`config.mk`:
```
export PLATFORM = sky130hd
export DESIGN_NAME = dshot_frame_waveform_encoder_flat
export DESIGN_NICKNAME = d
export VERILOG_FILES = /design/src/dfwe_pkg.sv /design/src/dfwe_in_if.sv /design/src/dfwe_out_if.sv /design/src/dfwe_in_stage.sv /design/src/dfwe_core.sv /design/src/dshot_frame_waveform_encoder.sv /design/src/flat_wrapper.sv
export SDC_FILE = /design/constraint.sdc
export NUM_CORES = 1
export LEC_CHECK = 0
export ABC_AREA = 1
export BUFFER_PORTS_ARGS = -buffer_cell sky130_fd_sc_hd__buf_2
export CAP_MARGIN = 20
export CORE_ASPECT_RATIO = 1.4
export CORE_MARGIN = 3
export CORE_UTILIZATION = 53
export CTS_CLUSTER_SIZE = 24
export DETAILED_ROUTE_END_ITERATION = 16
export PLACE_DENSITY = 0.75
export RECOVER_POWER = 100
export SLEW_MARGIN = 20
export SYNTH_ARGS = -nofsm -noshare
export SYNTH_HDL_FRONTEND = slang
export SYNTH_SLANG_ARGS = --single-unit
```
`constraint.sdc`:
```
create_clock -name clk -period 1.9 [get_ports clk]
set_input_delay 0 -clock clk [delete_from_list [all_inputs] [get_ports clk]]
set_output_delay 0 -clock clk [all_outputs]
set_load 0.02 [all_outputs]
```
`src/dfwe_pkg.sv`:
```
// types, constants and the frame builder of the dshot waveform encoder
// no dependencies
package dfwe_pkg;

	localparam int THROTTLE_W = 11;
	localparam int FRAME_BITS = 16;
	localparam int PIN_FIELDS = 4;
	localparam int CFG_IDX_W  = 3;
	localparam int CFG_DATA_W = 8;

	typedef logic [THROTTLE_W-1:0] throttle_t;
	typedef logic [FRAME_BITS-1:0] frame_t;

	typedef enum logic [CFG_IDX_W-1:0] {
		CFG_SAMPLES_PER_BIT   = 3'd0,
		CFG_SAMPLES_HIGH_ONE  = 3'd1,
		CFG_SAMPLES_HIGH_ZERO = 3'd2,
		CFG_GAP_SAMPLES       = 3'd3,
		CFG_TELEMETRY_REQUEST = 3'd4
	} cfg_idx_t;

	typedef struct packed {
		logic [3:0] samples_per_bit;
		logic [3:0] samples_high_one;
		logic [3:0] samples_high_zero;
		logic [7:0] gap_samples;
		logic       telemetry_request;
	} cfg_t;

	// throttle, telemetry bit, then xor of the three nibbles above
	function automatic frame_t build_frame(input throttle_t thr, input logic tel);
		logic [11:0] word;
		logic [3:0]  csum;
		word = {thr, tel};
		csum = word[3:0] ^ word[7:4] ^ word[11:8];
		return {word, csum};
	endfunction

endpackage

```
`src/dfwe_in_if.sv`:
```
// input channel of the encoder: valid, ready, command and four throttles
// depends on dfwe_pkg
interface dfwe_in_if;
	import dfwe_pkg::*;

	logic      valid;
	logic      ready;
	logic      func;
	throttle_t throttle_0;
	throttle_t throttle_1;
	throttle_t throttle_2;
	throttle_t throttle_3;

	modport source (output valid, func, throttle_0, throttle_1, throttle_2, throttle_3,
		input ready);
	modport sink (input valid, func, throttle_0, throttle_1, throttle_2, throttle_3,
		output ready);
endinterface

```
`src/dfwe_out_if.sv`:
```
// result channel of the encoder: valid, ready, pin levels and status
// depends on dfwe_pkg
interface dfwe_out_if;
	import dfwe_pkg::*;

	logic                  valid;
	logic                  ready;
	logic [PIN_FIELDS-1:0] pin_levels;
	logic                  active;
	logic                  done_res;

	modport source (output valid, pin_levels, active, done_res, input ready);
	modport sink (input valid, pin_levels, active, done_res, output ready);
endinterface

```
`src/dfwe_in_stage.sv`:
```
// input register stage of the encoder
// depends on dfwe_pkg
module dfwe_in_stage (
	input  logic                clk,
	input  logic                arst_n,
	input  logic                in_valid,
	output logic                in_ready,
	input  logic                func,
	input  dfwe_pkg::throttle_t throttle [dfwe_pkg::PIN_FIELDS],
	input  logic                take,
	output logic                valid_s1,
	output logic                func_s1,
	output dfwe_pkg::throttle_t throttle_s1 [dfwe_pkg::PIN_FIELDS]
);
	import dfwe_pkg::*;

	logic load;

	// stage frees up when its item moves on to the result register
	assign in_ready = !valid_s1 || take;
	assign load     = in_valid && in_ready;

	always_ff @(posedge clk or negedge arst_n) begin
		if (!arst_n) begin
			valid_s1 <= 1'b0;
		end else if (load) begin
			valid_s1 <= 1'b1;
		end else if (take) begin
			valid_s1 <= 1'b0;
		end
	end

	always_ff @(posedge clk) begin
		if (load) begin
			func_s1     <= func;
			throttle_s1 <= throttle;
		end
	end
endmodule

```
`src/dfwe_core.sv`:
```
// frame state, per-sample pin logic and result register of the encoder
// depends on dfwe_pkg
module dfwe_core #(
	parameter int MOTORS = 4
) (
	input  logic                              clk,
	input  logic                              arst_n,
	input  dfwe_pkg::cfg_t                    cfg,
	input  logic                              valid_s1,
	input  logic                              func_s1,
	input  dfwe_pkg::throttle_t               throttle_s1 [dfwe_pkg::PIN_FIELDS],
	output logic                              take,
	output logic                              res_valid,
	input  logic                              res_ready,
	output logic [dfwe_pkg::PIN_FIELDS-1:0]   pin_levels,
	output logic                              active,
	output logic                              done_res
);
	import dfwe_pkg::*;

	frame_t     frame_q [MOTORS];
	logic [4:0] bit_q;
	logic [3:0] samp_q;
	logic [7:0] gap_q;
	logic       busy_q;

	frame_t     frame_d [MOTORS];
	frame_t     start_frame [MOTORS];
	logic [4:0] bit_d;
	logic [3:0] samp_d;
	logic [7:0] gap_d;
	logic       busy_d;

	logic [MOTORS-1:0]     pins_all;
	logic [PIN_FIELDS-1:0] pins_sel;
	logic [PIN_FIELDS-1:0] pins_d;
	logic                  act_d;
	logic                  done_d;

	logic [3:0] per_bit;
	logic [3:0] samp_inc;
	logic [4:0] bit_inc;
	logic [7:0] gap_inc;
	logic       in_frame;
	logic       bit_end;

	logic       res_valid_q;
	logic [PIN_FIELDS-1:0] pins_q;
	logic       act_q;
	logic       done_q;

	assign take = valid_s1 && (!res_valid_q || res_ready);

	// motors past the throttle fields run on a zero throttle
	for (genvar m = 0; m < MOTORS; m++) begin : g_motor
		if (m < PIN_FIELDS) begin : g_fed
			assign start_frame[m] = build_frame(throttle_s1[m], cfg.telemetry_request);
		end else begin : g_zero
			assign start_frame[m] = build_frame('0, cfg.telemetry_request);
		end
		assign pins_all[m] = frame_q[m][FRAME_BITS-1] ? (samp_q < cfg.samples_high_one)
			: (samp_q < cfg.samples_high_zero);
	end

	for (genvar p = 0; p < PIN_FIELDS; p++) begin : g_pin
		if (p < MOTORS) begin : g_drv
			assign pins_sel[p] = pins_all[p];
		end else begin : g_off
			assign pins_sel[p] = 1'b0;
		end
	end

	assign per_bit  = (cfg.samples_per_bit == 4'd0) ? 4'd1 : cfg.samples_per_bit;
	assign samp_inc = samp_q + 4'd1;
	assign bit_inc  = bit_q + 5'd1;
	assign gap_inc  = gap_q + 8'd1;
	assign in_frame = bit_q < 5'(FRAME_BITS);
	assign bit_end  = samp_inc >= per_bit;

	always_comb begin
		frame_d = frame_q;
		bit_d   = bit_q;
		samp_d  = samp_q;
		gap_d   = gap_q;
		busy_d  = busy_q;
		pins_d  = '0;
		act_d   = 1'b0;
		done_d  = 1'b0;
		if (!func_s1) begin
			// a start always restarts, even mid-frame
			frame_d = start_frame;
			bit_d   = '0;
			samp_d  = '0;
			gap_d   = '0;
			busy_d  = 1'b1;
			act_d   = 1'b1;
		end else if (busy_q) begin
			act_d = 1'b1;
			if (in_frame) begin
				pins_d = pins_sel;
				samp_d = samp_inc;
				if (bit_end) begin
					samp_d = '0;
					for (int m = 0; m < MOTORS; m++) begin
						frame_d[m] = {frame_q[m][FRAME_BITS-2:0], 1'b0};
					end
					bit_d = bit_inc;
					// no gap: last bit sample also closes the frame
					if (bit_inc >= 5'(FRAME_BITS) && cfg.gap_samples == 8'd0) begin
						done_d = 1'b1;
						busy_d = 1'b0;
					end
				end
			end else begin
				gap_d = gap_inc;
				if (gap_inc >= cfg.gap_samples) begin
					done_d = 1'b1;
					busy_d = 1'b0;
				end
			end
		end
	end

	always_ff @(posedge clk or negedge arst_n) begin
		if (!arst_n) begin
			for (int m = 0; m < MOTORS; m++) begin
				frame_q[m] <= '0;
			end
			bit_q       <= '0;
			samp_q      <= '0;
			gap_q       <= '0;
			busy_q      <= 1'b0;
			res_valid_q <= 1'b0;
		end else begin
			if (take) begin
				frame_q <= frame_d;
				bit_q   <= bit_d;
				samp_q  <= samp_d;
				gap_q   <= gap_d;
				busy_q  <= busy_d;
			end
			if (take) begin
				res_valid_q <= 1'b1;
			end else if (res_ready) begin
				res_valid_q <= 1'b0;
			end
		end
	end

	always_ff @(posedge clk) begin
		if (take) begin
			pins_q <= pins_d;
			act_q  <= act_d;
			done_q <= done_d;
		end
	end

	assign res_valid  = res_valid_q;
	assign pin_levels = pins_q;
	assign active     = act_q;
	assign done_res   = done_q;
endmodule

```
`src/dshot_frame_waveform_encoder.sv`:
```
// dshot frame waveform encoder: start items load per-motor frames, tick items emit one sample
// path: each item passes the input register and then the result register before its result transfers
// throughput: one item per cycle while results are taken; a stalled result holds one item in the input register
// the frame state is updated in the single pass between the two registers
// reset: configuration returns to 8/6/3 samples, gap 16, telemetry off; encoder idle
// depends on dfwe_pkg, dfwe_in_if, dfwe_out_if, dfwe_in_stage, dfwe_core
module dshot_frame_waveform_encoder #(
	parameter int MOTORS = 4
) (
	input  logic                              clk,
	input  logic                              arst_n,
	dfwe_in_if.sink                           item,
	dfwe_out_if.source                        result,
	input  logic                              cfg_wr_en,
	input  logic [dfwe_pkg::CFG_IDX_W-1:0]    cfg_index,
	input  logic [dfwe_pkg::CFG_DATA_W-1:0]   cfg_data
);
	import dfwe_pkg::*;

	cfg_t      cfg_q;
	throttle_t throttle [PIN_FIELDS];
	throttle_t throttle_s1 [PIN_FIELDS];
	logic      valid_s1;
	logic      func_s1;
	logic      take;

	always_ff @(posedge clk or negedge arst_n) begin
		if (!arst_n) begin
			cfg_q.samples_per_bit   <= 4'd8;
			cfg_q.samples_high_one  <= 4'd6;
			cfg_q.samples_high_zero <= 4'd3;
			cfg_q.gap_samples       <= 8'd16;
			cfg_q.telemetry_request <= 1'b0;
		end else if (cfg_wr_en) begin
			unique case (cfg_idx_t'(cfg_index))
				CFG_SAMPLES_PER_BIT:   cfg_q.samples_per_bit   <= cfg_data[3:0];
				CFG_SAMPLES_HIGH_ONE:  cfg_q.samples_high_one  <= cfg_data[3:0];
				CFG_SAMPLES_HIGH_ZERO: cfg_q.samples_high_zero <= cfg_data[3:0];
				CFG_GAP_SAMPLES:       cfg_q.gap_samples       <= cfg_data;
				CFG_TELEMETRY_REQUEST: cfg_q.telemetry_request <= cfg_data[0];
				default: ;
			endcase
		end
	end

	assign throttle[0] = item.throttle_0;
	assign throttle[1] = item.throttle_1;
	assign throttle[2] = item.throttle_2;
	assign throttle[3] = item.throttle_3;

	dfwe_in_stage u_in_stage (
		.clk         (clk),
		.arst_n      (arst_n),
		.in_valid    (item.valid),
		.in_ready    (item.ready),
		.func        (item.func),
		.throttle    (throttle),
		.take        (take),
		.valid_s1    (valid_s1),
		.func_s1     (func_s1),
		.throttle_s1 (throttle_s1)
	);

	dfwe_core #(
		.MOTORS (MOTORS)
	) u_core (
		.clk         (clk),
		.arst_n      (arst_n),
		.cfg         (cfg_q),
		.valid_s1    (valid_s1),
		.func_s1     (func_s1),
		.throttle_s1 (throttle_s1),
		.take        (take),
		.res_valid   (result.valid),
		.res_ready   (result.ready),
		.pin_levels  (result.pin_levels),
		.active      (result.active),
		.done_res    (result.done_res)
	);
endmodule

```
`src/flat_wrapper.sv`:
```
// flat-port wrapper written by rule: the top's interface ports become plain ports
module dshot_frame_waveform_encoder_flat import dfwe_pkg::*;
#(
	parameter int MOTORS = 4
)
  (clk, arst_n, cfg_wr_en, cfg_index, cfg_data, item_valid, item_func, item_throttle_0, item_throttle_1, item_throttle_2, item_throttle_3, item_ready, result_valid, result_pin_levels, result_active, result_done_res, result_ready);
  dfwe_in_if item_i ();
  dfwe_out_if result_i ();
  input  logic clk;
  input  logic arst_n;
  input  logic cfg_wr_en;
  input  logic [dfwe_pkg::CFG_IDX_W-1:0] cfg_index;
  input  logic [dfwe_pkg::CFG_DATA_W-1:0] cfg_data;
  input wire logic [$bits(item_i.valid)-1:0] item_valid;
  input wire logic [$bits(item_i.func)-1:0] item_func;
  input wire logic [$bits(item_i.throttle_0)-1:0] item_throttle_0;
  input wire logic [$bits(item_i.throttle_1)-1:0] item_throttle_1;
  input wire logic [$bits(item_i.throttle_2)-1:0] item_throttle_2;
  input wire logic [$bits(item_i.throttle_3)-1:0] item_throttle_3;
  output wire logic [$bits(item_i.ready)-1:0] item_ready;
  output wire logic [$bits(result_i.valid)-1:0] result_valid;
  output wire logic [$bits(result_i.pin_levels)-1:0] result_pin_levels;
  output wire logic [$bits(result_i.active)-1:0] result_active;
  output wire logic [$bits(result_i.done_res)-1:0] result_done_res;
  input wire logic [$bits(result_i.ready)-1:0] result_ready;
  assign item_i.valid = item_valid;
  assign item_i.func = item_func;
  assign item_i.throttle_0 = item_throttle_0;
  assign item_i.throttle_1 = item_throttle_1;
  assign item_i.throttle_2 = item_throttle_2;
  assign item_i.throttle_3 = item_throttle_3;
  assign item_ready = item_i.ready;
  assign result_valid = result_i.valid;
  assign result_pin_levels = result_i.pin_levels;
  assign result_active = result_i.active;
  assign result_done_res = result_i.done_res;
  assign result_i.ready = result_ready;
  dshot_frame_waveform_encoder #(.MOTORS(MOTORS)) u_core (.clk(clk), .arst_n(arst_n), .item(item_i), .result(result_i), .cfg_wr_en(cfg_wr_en), .cfg_index(cfg_index), .cfg_data(cfg_data));
endmodule
```
==> results_dict.tcl, run 1 <==
set metrics [dict create \
    crit_type "flop to flop" \
    synth_area_per_cell_um2 9.36 \
    pin_count 69 \
    clk-insertion-delay-late_ns 0.44 \
    gp_congestion 0.823 \
    rsz0062_at_grt "true" \
    status "complete, but fails checks" \
    grt_max_degree 63 \
    hold_viol 0 \
    holdCritPathClass "input port to flop" \
    worstPathArrival_ns 2.58 \
    worstMarginPinSlew_ns 1.09 \
    core-area_um2 13100 \
    cts_buffer_depth 2 \
    diodes 0 \
    cts_tree "done" \
    drt_iter0_markers 395 \
    fin_worst_skew_ns 0.0282 \
    setup_violations 73 \
    wirelength_mm 18.7 \
    clk_pin_slew_ns 0.07 \
    p_seq_share_pct 39.9 \
    synth-edff-count 51 \
    synth_warnings 0 \
    power.density_nw_per_um2 1220 \
    fp.dieArea_um2 15100 \
    drv_cap 0 \
    slew_headroom_pct 27.1 \
    finalCritPeriodShare_pct 119 \
    clock-sinks 156 \
    synth_seq_area_share_pct 57.7 \
    first_pass_iters 5 \
    fill_cells 848 \
    yosysTopAreaCell "dfrtp_1" \
    cts_max_level 4 \
    wire_per_inst_um 16.4 \
    synthArstFlopShare_pct 67.3 \
    critPathLaunchType "flop" \
    yosysMostFrequentCell "nand2_1" \
    die_w_um 105 \
    antenna_found_initial 0 \
    total_power_mw 12.1 \
    ys_seq_elements 156 \
    synth_cells 772 \
    path_cells "ha_4 > xor2_2 > ha_1 > nand2_2 > inv_2 > nand3_2 > nand4_1 > nand2_4 > buf_8 > buf_12 > buf_16 > nand2_2 > nand2_1" \
    nets 1036 \
    ys.flop_type "dfrtp_1" \
    grt_pass1_wl_mm 30.0 \
    initial_core_util_pct 55.1 \
    share_comb_of_total_power_pct 32.0 \
    place_ws_ns -0.249 \
    netlist_area_um2 7220 \
    top_layer "met4" \
    slew_viol_final 0 \
    tns_ns -19.95 \
    p_leak_nw 4.56 \
    synth_top_area_share_pct 34.3 \
    grt_pass1_vias 6354 \
    power.internal_mw 8.06 \
    setup_slack_ns -0.365 \
    area_delta_synth_final_pct 37.2 \
    violations "negative setup slack" \
    place_hpwl_mm 10.4 \
    max_freq_ghz 0.441 \
    gr-usage-all-layers_pct 24.9 \
    cp_slowest_stage_delay_ns 0.45 \
    cts-root-buf "clkbuf_16" \
    ir_worst_vdd_mv 0.686 \
    ant_nets 0 \
    dpl.cell_count 1031 \
    path_buf_inv 4 \
    synth_cell_types 35 \
    synthesis.nets 854 \
    synth_area_leaders "dfrtp_1, edfxtp_1, nand2_1, o21ai_0, inv_1" \
    vias 6152 \
    drc 0 \
    finalNonFillerCells 1145 \
    drt-met1-wl_mm 7.02 \
    cts_buffers 17 \
    vias_per_cell 5.37 \
    synth.top_cells.by_count "nand2_1, dfrtp_1, inv_1" \
    required_ns 2.22 \
    path_max_fanout 5 \
    gr-total-overflow 0 \
    min_period_ns 2.27 \
    place.port_buffers 68 \
    drive_above_1_share_pct 26.4 \
    routed-wl-met2_mm 10.1 \
    end_kind "flop" \
    cp_common_cell "nand2_2" \
    die_h_um 144 \
    clockPowerShare_pct 28.0 \
    power.switching_mw 4.08 \
    cp_slowest_cell "dfrtp_2" \
    crit_family "simple AND/OR/NAND/NOR gates" \
    p_sw_share_pct 33.6 \
    num_rows 49 \
    wl_met3_um 825 \
]
==> power by group through the flow <==
stage	clock network, mW	logic [mW]	registers [mW]
floorplan	0	1.86	4.70
global placement	0	2.45	4.75
detailed placement	0	2.62	4.80
CTS	3.41	3.45	4.78
global route	3.57	4.26	4.90
finish	3.40	3.89	4.85
==> layer usage <==
metal	up-vias	GRT usage (%)
met2	223	46.8
li1	2885	-
met3	58	3.93
met5	-	0
met4	0	11.3
met1	2986	27.8
==> path summary, 6_finish.rpt <==
path	end	slack [ns]	startpoint	cells after the start
max	u_core.u_core.frame_q[18]	-0.37	u_core.u_core.samp_q[1]	13
min	u_core.cfg_q[20]	0.01	cfg_index[1]	4
max reg2reg	u_core.u_core.frame_q[18]	-0.37	u_core.u_core.samp_q[1]	13
min reg2reg	u_core.u_core.frame_q[28]	0.48	u_core.u_core.frame_q[28]	2
max in group asynchronous	u_core.u_core.frame_q[23]	0.36	arst_n	3
min in group asynchronous	u_core.u_core.samp_q[1]	0.31	arst_n	2
==> registers in the layout, summed over array words and instances, names as in the netlist <==
| name | count |
|---|---|
| u_core.u_in_stage.func_s1 | 1 |
| u_core.u_in_stage.throttle_s1 | 44 |
| u_core.u_core.gap_q | 8 |
| u_core.u_core.bit_q | 5 |
| u_core.cfg_q | 21 |
| u_core.u_core.pin_levels | 4 |
| u_core.u_core.busy_q | 1 |
| u_core.u_core.active | 1 |
| u_core.u_core.samp_q | 4 |
| u_core.u_core.res_valid | 1 |
| u_core.u_core.frame_q | 64 |
| u_core.u_in_stage.valid_s1 | 1 |
| u_core.u_core.done_res | 1 |
==> cell families (layout without fill, tap and decap cells) <==
group / count (synthesis) / in the layout / share of synthesized area [%]
and+or+nand+nor: 283 / 283 / 15.7
muxes: 4 / 4 / 0.554
AOI/OAI and AO/OA: 158 / 158 / 11.8
adders and majority gates: 21 / 21 / 3.64
buffers and inverters: 118 / 313 / 6.72
xor gates and xnor gates: 32 / 32 / 3.88
DFF: 156 / 156 / 57.7
==> worst min-delay path, cell delays in order <==
cell and delay (ns):
buf_2 0.10, nor2_1 0.05, nand2_1 0.18, o21ai_0 0.11
==> stage by stage <==
step / hold WS (ns) / util (%) / cell area (µm²)
after detailed placement: 0.0280 / 61.4 / 8050
after CTS: 0.0158 / 74.0 / 9700
after floorplan: -0.296 / - / 7250
after global routing: 0.0861 / 75.5 / 9910
after global placement: 0.0358 / 61.4 / 8050
final: 0.0128 / 75.5 / 9910
==> area by class of cell <==
| cell class | instances | area [µm²] | area share [%] |
|---|---|---|---|
| clock inverter | 15 | 161 | 1.63 |
| clock buffer | 17 | 425 | 4.29 |
| sequential | 156 | 4170 | 42.1 |
| multi-input combinational | 498 | 2930 | 29.6 |
| tap | 178 | 223 | 2.25 |
| timing repair buffer | 192 | 1650 | 16.7 |
| inverter | 89 | 343 | 3.46 |
==> timing repair <==
action / 4_1_cts / 5_1_grt
pin swaps: 23 / 11
endpoints found under the hold margin: 110 / 0
hold buffers: 60 / 0
endpoints found under the setup margin: 75 / 75
resized for setup: 74 / 44
cloned: 5 / 2
buffers inserted: 13 / 4
==> placed cells by master (no fill, tap or decap), drive strengths merged <==
cell type    count
o21a             4
o21bai           1
nor3             6
inv             94
clkinvlp         3
a21oi           27
o221ai           1
o22ai            3
edfxtp          51
dlygate4sd3     60
a31o             1
bufinv           2
dfrtp           99
o211ai           5
ha              21
xor2            11
nand3           30
nand4            4
nor2            39
o31ai            1
mux2i            4
dfstp            6
a32o             2
nand2          203
buf            114
o21ai          113
xnor2           21
nand3b           1
clkinv           5
clkbuf          35
No activity file was read; power rests on OpenSTA's default activity.
==> run 2, diff against run 1 <==
BUFFER_PORTS_ARGS = default   (was -buffer_cell sky130_fd_sc_hd__buf_2)
CORE_UTILIZATION = 40   (was 53)
DONT_BUFFER_PORTS = 1   (was default)
PLACE_DENSITY = default   (was 0.75)
==> run 2 against run 1 <==
The run ends with negative hold slack, negative setup slack left. Clock skew decreased by 0.018 ns. Combinational power decreased by 14%. Via count is 12% lower. Routed wire length fell by 14%. Die area is 31% higher. Global-route usage shrank 8.2 points. Clock power is 2% higher. Power decreased by 4.0%. Non-clock buffer count decreased by 71. Final cell count fell by 1.1%. Sequential cell count unchanged. Critical path type unchanged. Largest power group unchanged.
==> results_dict.tcl, run 2 (synthesis gave the netlist of run 1 again) <==
set metrics [dict create \
    gr-usage-all-layers_pct 16.7 \
    clock-sinks 156 \
    grt_max_degree 106 \
    worstPathArrival_ns 2.44 \
    cts_buffer_depth 2 \
    antenna_found_initial 0 \
    finalCritPeriodShare_pct 112 \
    rsz0062_at_grt "true" \
    dpl.cell_count 1014 \
    hold_slack_ns -0.733 \
    final_common_cell "nand2_1" \
    wirelength_mm 16.1 \
    cts_max_level 4 \
    p_leak_nw 4.25 \
    hold_buffers 68 \
    status "complete, but fails checks" \
    hold_viol 105 \
    setup_violations 76 \
    largestRegisters "u_core.u_core.frame_q x64, u_core.u_in_stage.throttle_s1 x44, u_core.cfg_q x21" \
    initial_core_util_pct 41.2 \
    end_kind "flop" \
    place_area_um2 7700 \
    rr_worst_depth 12 \
    slew_viol_final 0 \
    fp.dieArea_um2 19700 \
    slew_headroom_pct 65.4 \
    core-area_um2 17500 \
    gp_congestion 0.780 \
    ir_worst_vdd_mv 0.722 \
    nets 965 \
    largest_reg_flops 64 \
    vias 5409 \
    total_power_mw 11.6 \
    holdCritPathClass "input port to asynchronous set/reset pin" \
    die_h_um 165 \
    max_freq_ghz 0.470 \
    required_ns 2.21 \
    place_ws_ns -0.197 \
    drt_iter0_markers 294 \
    finish.utilization_pct 54.0 \
    regMostFlops "u_core.u_core.frame_q" \
    clk_pin_slew_ns 0.06 \
    first_pass_iters 5 \
    finalNonFillerCells 1132 \
    path_max_fanout 14 \
    cts-root-buf "clkbuf_16" \
    diodes 0 \
    drc 0 \
    place.port_buffers 0 \
    crit_type "flop to flop" \
    die_w_um 120 \
    pin_count 69 \
    worstMarginPinSlew_ns 0.518 \
    wire_per_inst_um 14.2 \
    drv_cap 0 \
    mostFrequentLayoutCells "nand2_1, dfrtp_1, inv_1, dlygate4sd3_1, o21ai_0" \
    clk-insertion-delay-late_ns 0.43 \
    grt_pass1_vias 5457 \
    place_hpwl_mm 9.90 \
    setup_slack_ns -0.229 \
    critPathLaunchType "flop" \
    ant_nets 0 \
    vias_per_cell 4.78 \
    min_period_ns 2.13 \
    power.density_nw_per_um2 1230 \
    num_rows 57 \
    area_delta_synth_final_pct 31.3 \
    grt_pass1_wl_mm 26.3 \
    gr-total-overflow 0 \
    design_area_um2 9480 \
    drive_above_1_share_pct 17.4 \
    tns_ns -13.59 \
    cts_buffers 17 \
    cts_tree "done" \
    fin_worst_skew_ns 0.0101 \
    violations "negative hold slack, negative setup slack" \
]
[run 2: worst paths after layout]
| path | to | slack [ns] | from |
|---|---|---|---|
| hold / removal | u_core.u_core.frame_q[39] | -0.73 | arst_n |
| setup reg to reg | u_core.u_core.frame_q[12] | -0.23 | u_core.u_core.samp_q[0] |
| max in group asynchronous | u_core.cfg_q[20] | 2.41 | arst_n |
| hold reg to reg | u_core.u_core.frame_q[12] | 0.48 | u_core.u_core.frame_q[12] |
| min in group clk | u_core.cfg_q[5] | 0.08 | cfg_index[1] |
| setup / recovery | u_core.u_core.frame_q[12] | -0.23 | u_core.u_core.samp_q[0] |
[run 2: layout make-up]
| cell class | instances | area, µm² |
|---|---|---|
| Fill cell | 1572 | 8060 |
| Sequential cell | 156 | 4170 |
| Multi-Input combinational cell | 498 | 2820 |
| Timing Repair Buffer | 121 | 1250 |
| Clock buffer | 17 | 425 |
| Inverter | 89 | 345 |
| Tap cell | 236 | 295 |
| Clock inverter | 15 | 176 |
[run 2: power by group]
| group | internal (mW) | leakage [nW] | total, mW | switching, mW |
|---|---|---|---|---|
| registers | 4.34 | 1.81 | 4.82 | 0.472 |
| clock network | 1.98 | 0.295 | 3.47 | 1.49 |
| logic | 1.60 | 2.14 | 3.36 | 1.76 |
| total | 7.93 | 4.25 | 11.6 | 3.72 |
[run 2: worst max-delay path: stages (launching register included)]
cell and delay (ns):
dfrtp_2 0.45, ha_4 0.18, xor2_2 0.15, ha_1 0.31, nand2_2 0.08, inv_2 0.05
nand3_2 0.06, nand4_1 0.19, nand2_4 0.17, inv_8 0.09, buf_12 0.15, o211ai_1 0.08
nand2_1 0.06
[run 2: timing repair]
| item | in CTS | in global routing |
|---|---|---|
| gates cloned | 3 | 3 |
| gates resized for setup | 37 | 43 |
| pin swaps | 11 | 12 |
| setup buffers | 11 | 4 |
| hold endpoints to repair | 173 | 105 |
| endpoints found under the setup margin | 72 | 80 |
[run 2: metal layers]
layer | GRT usage (%) | routed length [µm] | share of wire [%]
met4 | 5.63 | 232 | 1.4
met5 | 0 | 0 | 0
met2 | 30.0 | 8450 | 53
met3 | 3.56 | 441 | 2.7
met1 | 20.0 | 6930 | 43
==> run 3, diff against run 2 <==
REMOVE_ABC_BUFFERS = 1   (was default)
==> run 3 against run 2 <==
The run still ends with negative hold slack, negative setup slack left. Power shrank 2.0%. Final cell count increased by 0.97%. Maximum frequency decreased by 0.72%. Critical path depth increased by 4. Non-clock buffer count increased by 11. Die area unchanged. Global-route usage shrank 0.22 points. Via count up 2.1%. Hold slack got worse by 0.0017 ns. Clock-buffer cell count up 4. Critical path type unchanged. Critical endpoint is now u_core.u_core.busy_q. Highest routed layer unchanged.
==> results_dict.tcl, run 3 (synthesis gave the netlist of run 1 again) <==
set metrics [dict create \
    worstMarginPinSlew_ns 0.562 \
    cts_buffer_depth 2 \
    share_comb_of_total_power_pct 27.3 \
    cts_buffers 17 \
    largestRegisters "u_core.u_core.frame_q x64, u_core.u_in_stage.throttle_s1 x44, u_core.cfg_q x21" \
    p_leak_nw 4.25 \
    vias 5523 \
    gp_congestion 0.916 \
    die_w_um 120 \
    ant_nets 0 \
    num_rows 57 \
    gr-total-overflow 0 \
    setup_slack_ns -0.245 \
    max_freq_ghz 0.466 \
    timing.rr.start "u_core.u_core.gap_q[1]" \
    cp_slowest_cell "dfrtp_1" \
    cp_common_cell "nand2_1" \
    tns_ns -10.99 \
    cts_max_level 4 \
    crit_family "simple AND/OR/NAND/NOR gates" \
    reg2reg_slack_ns -0.24 \
    grt_max_degree 106 \
    drc 0 \
    largest_reg_flops 64 \
    status "complete, but fails checks" \
    pin_count 69 \
    violations "negative hold slack, negative setup slack" \
    place.port_buffers 0 \
    path_max_fanout 3 \
    slew_headroom_pct 62.5 \
    critPathLaunchType "flop" \
    area_delta_synth_final_pct 31.5 \
    power.density_nw_per_um2 1200 \
    hold_slack_ns -0.735 \
    fill_cells 1608 \
    worstPathArrival_ns 2.44 \
    cp_slowest_stage_delay_ns 0.42 \
    first_pass_iters 5 \
    fin_worst_skew_ns 0.00869 \
    cts_tree "done" \
    p_seq_share_pct 41.8 \
    power.internal_mw 7.95 \
    finalCritPeriodShare_pct 113 \
    crit_type "flop to flop" \
    ir_worst_vdd_mv 0.658 \
    regMostFlops "u_core.u_core.frame_q" \
    nets 976 \
    design_area_um2 9500 \
    place_hpwl_mm 10.0 \
    hold_viol 105 \
    initial_core_util_pct 41.2 \
    drv_cap 0 \
    cts-root-buf "clkbuf_16" \
    clockPowerShare_pct 30.9 \
    path_cells "ha_2 > nand2_2 > inv_2 > nand4_1 > xor2_1 > inv_1 > ha_1 > nand2_1 > nor2_1 > nand2_1 > nand2_1 > nand2_2 > nand2_1 > nand2_1 > nand2_1 > nand2_1" \
    final_common_cell "nand2_1" \
    grt_pass1_wl_mm 25.7 \
    min_period_ns 2.14 \
    mostFrequentLayoutCells "nand2_1, dfrtp_1, inv_1, dlygate4sd3_1, o21ai_0" \
    place_area_um2 7830 \
    clock-sinks 156 \
    clk-insertion-delay-late_ns 0.43 \
    diodes 0 \
    grt_pass1_vias 5384 \
    antenna_found_initial 0 \
    gr-usage-all-layers_pct 16.5 \
    fp.dieArea_um2 19700 \
    rsz0062_at_grt "true" \
    path_buf_inv 2 \
    wire_per_inst_um 13.9 \
    die_h_um 165 \
    setup_violations 71 \
    wirelength_mm 15.9 \
    clk_pin_slew_ns 0.06 \
    holdCritPathClass "input port to asynchronous set/reset pin" \
    drt_iter0_markers 365 \
    slew_viol_final 0 \
    p_sw_share_pct 30.4 \
    hold_buffers 67 \
    drive_above_1_share_pct 17.5 \
    finish.utilization_pct 54.2 \
    vias_per_cell 4.83 \
    core-area_um2 17500 \
    crit_path_start "u_core.u_core.gap_q[1]" \
    end_kind "flop" \
    power.switching_mw 3.48 \
    required_ns 2.19 \
]
run 3: cell types whose count changed in the layout (fill, tap and decap cells not counted), sizes merged:
cell         before  now
bufinv            2    3
dlygate4sd3      68   66
buf              50   61
clkbuf           20   26
inv              96   91
run 3: cell type report:
| class | instances | area (µm²) | share of cell area [%] |
|---|---|---|---|
| clock buffer | 21 | 460 | 4.85 |
| clock inverter | 11 | 155 | 1.63 |
| inverter | 89 | 345 | 3.63 |
| multi-input combinational | 498 | 2800 | 29.4 |
| sequential | 156 | 4170 | 43.9 |
| tap | 236 | 295 | 3.11 |
| timing repair buffer | 132 | 1280 | 13.4 |
run 3: layer usage:
metal  routed length (µm)  GRT usage (%)
met5                    0              0
met1                 6650           19.3
met3                  495           3.73
met4                  351           6.67
met2                 8420           29.3
run 3: final timing paths:
| kind | end | cells after the start |
|---|---|---|
| setup / recovery | u_core.u_core.busy_q | 16 |
| hold / removal | u_core.cfg_q[4] | 0 |
| setup reg to reg | u_core.u_core.busy_q | 16 |
| hold reg to reg | u_core.u_core.frame_q[12] | 2 |
| max in group asynchronous | u_core.cfg_q[5] | 0 |
| min in group clk | u_core.cfg_q[5] | 2 |
run 3: power groups by stage:
stage,Combinational (mW),Sequential (mW),Clock [mW]
detailed placement,2.54,4.81,0
global placement,2.49,4.80,0
floorplan,1.69,4.72,0
global route,3.53,4.87,3.75
finish,3.12,4.78,3.53
CTS,2.93,4.76,3.60
run 3: per-stage QoR:
step | total power, mW | hold WS, ns | worst slack, ns | cells
3_3_place_gp | 7.29 | -0.290 | -0.164 | 1028
4_1_cts | 11.3 | -0.751 | -0.169 | 1136
2_1_floorplan | 6.41 | -0.296 | -1.41 | 743
3_5_place_dp | 7.36 | -0.291 | -0.197 | 1028
6_report | 11.4 | -0.735 | -0.245 | 1143
5_1_grt | 12.1 | -0.763 | -0.415 | 1143
run 3: what timing repair did:
action	in CTS	in global routing
endpoints found under the hold margin	174	105
buffers inserted	9	7
gates resized for setup	27	49
pin swaps	12	8
gates cloned	2	1
endpoints found under the setup margin	73	80
run 3: worst register-to-register path, cell delays in order (launching register included):
cell,delay [ns]
dfrtp_1,0.42
ha_2,0.21
nand2_2,0.08
inv_2,0.04
nand4_1,0.08
xor2_1,0.22
inv_1,0.07
ha_1,0.28
nand2_1,0.08
nor2_1,0.14
nand2_1,0.08
nand2_1,0.08
nand2_2,0.05
nand2_1,0.06
nand2_1,0.04
nand2_1,0.06
nand2_1,0.05
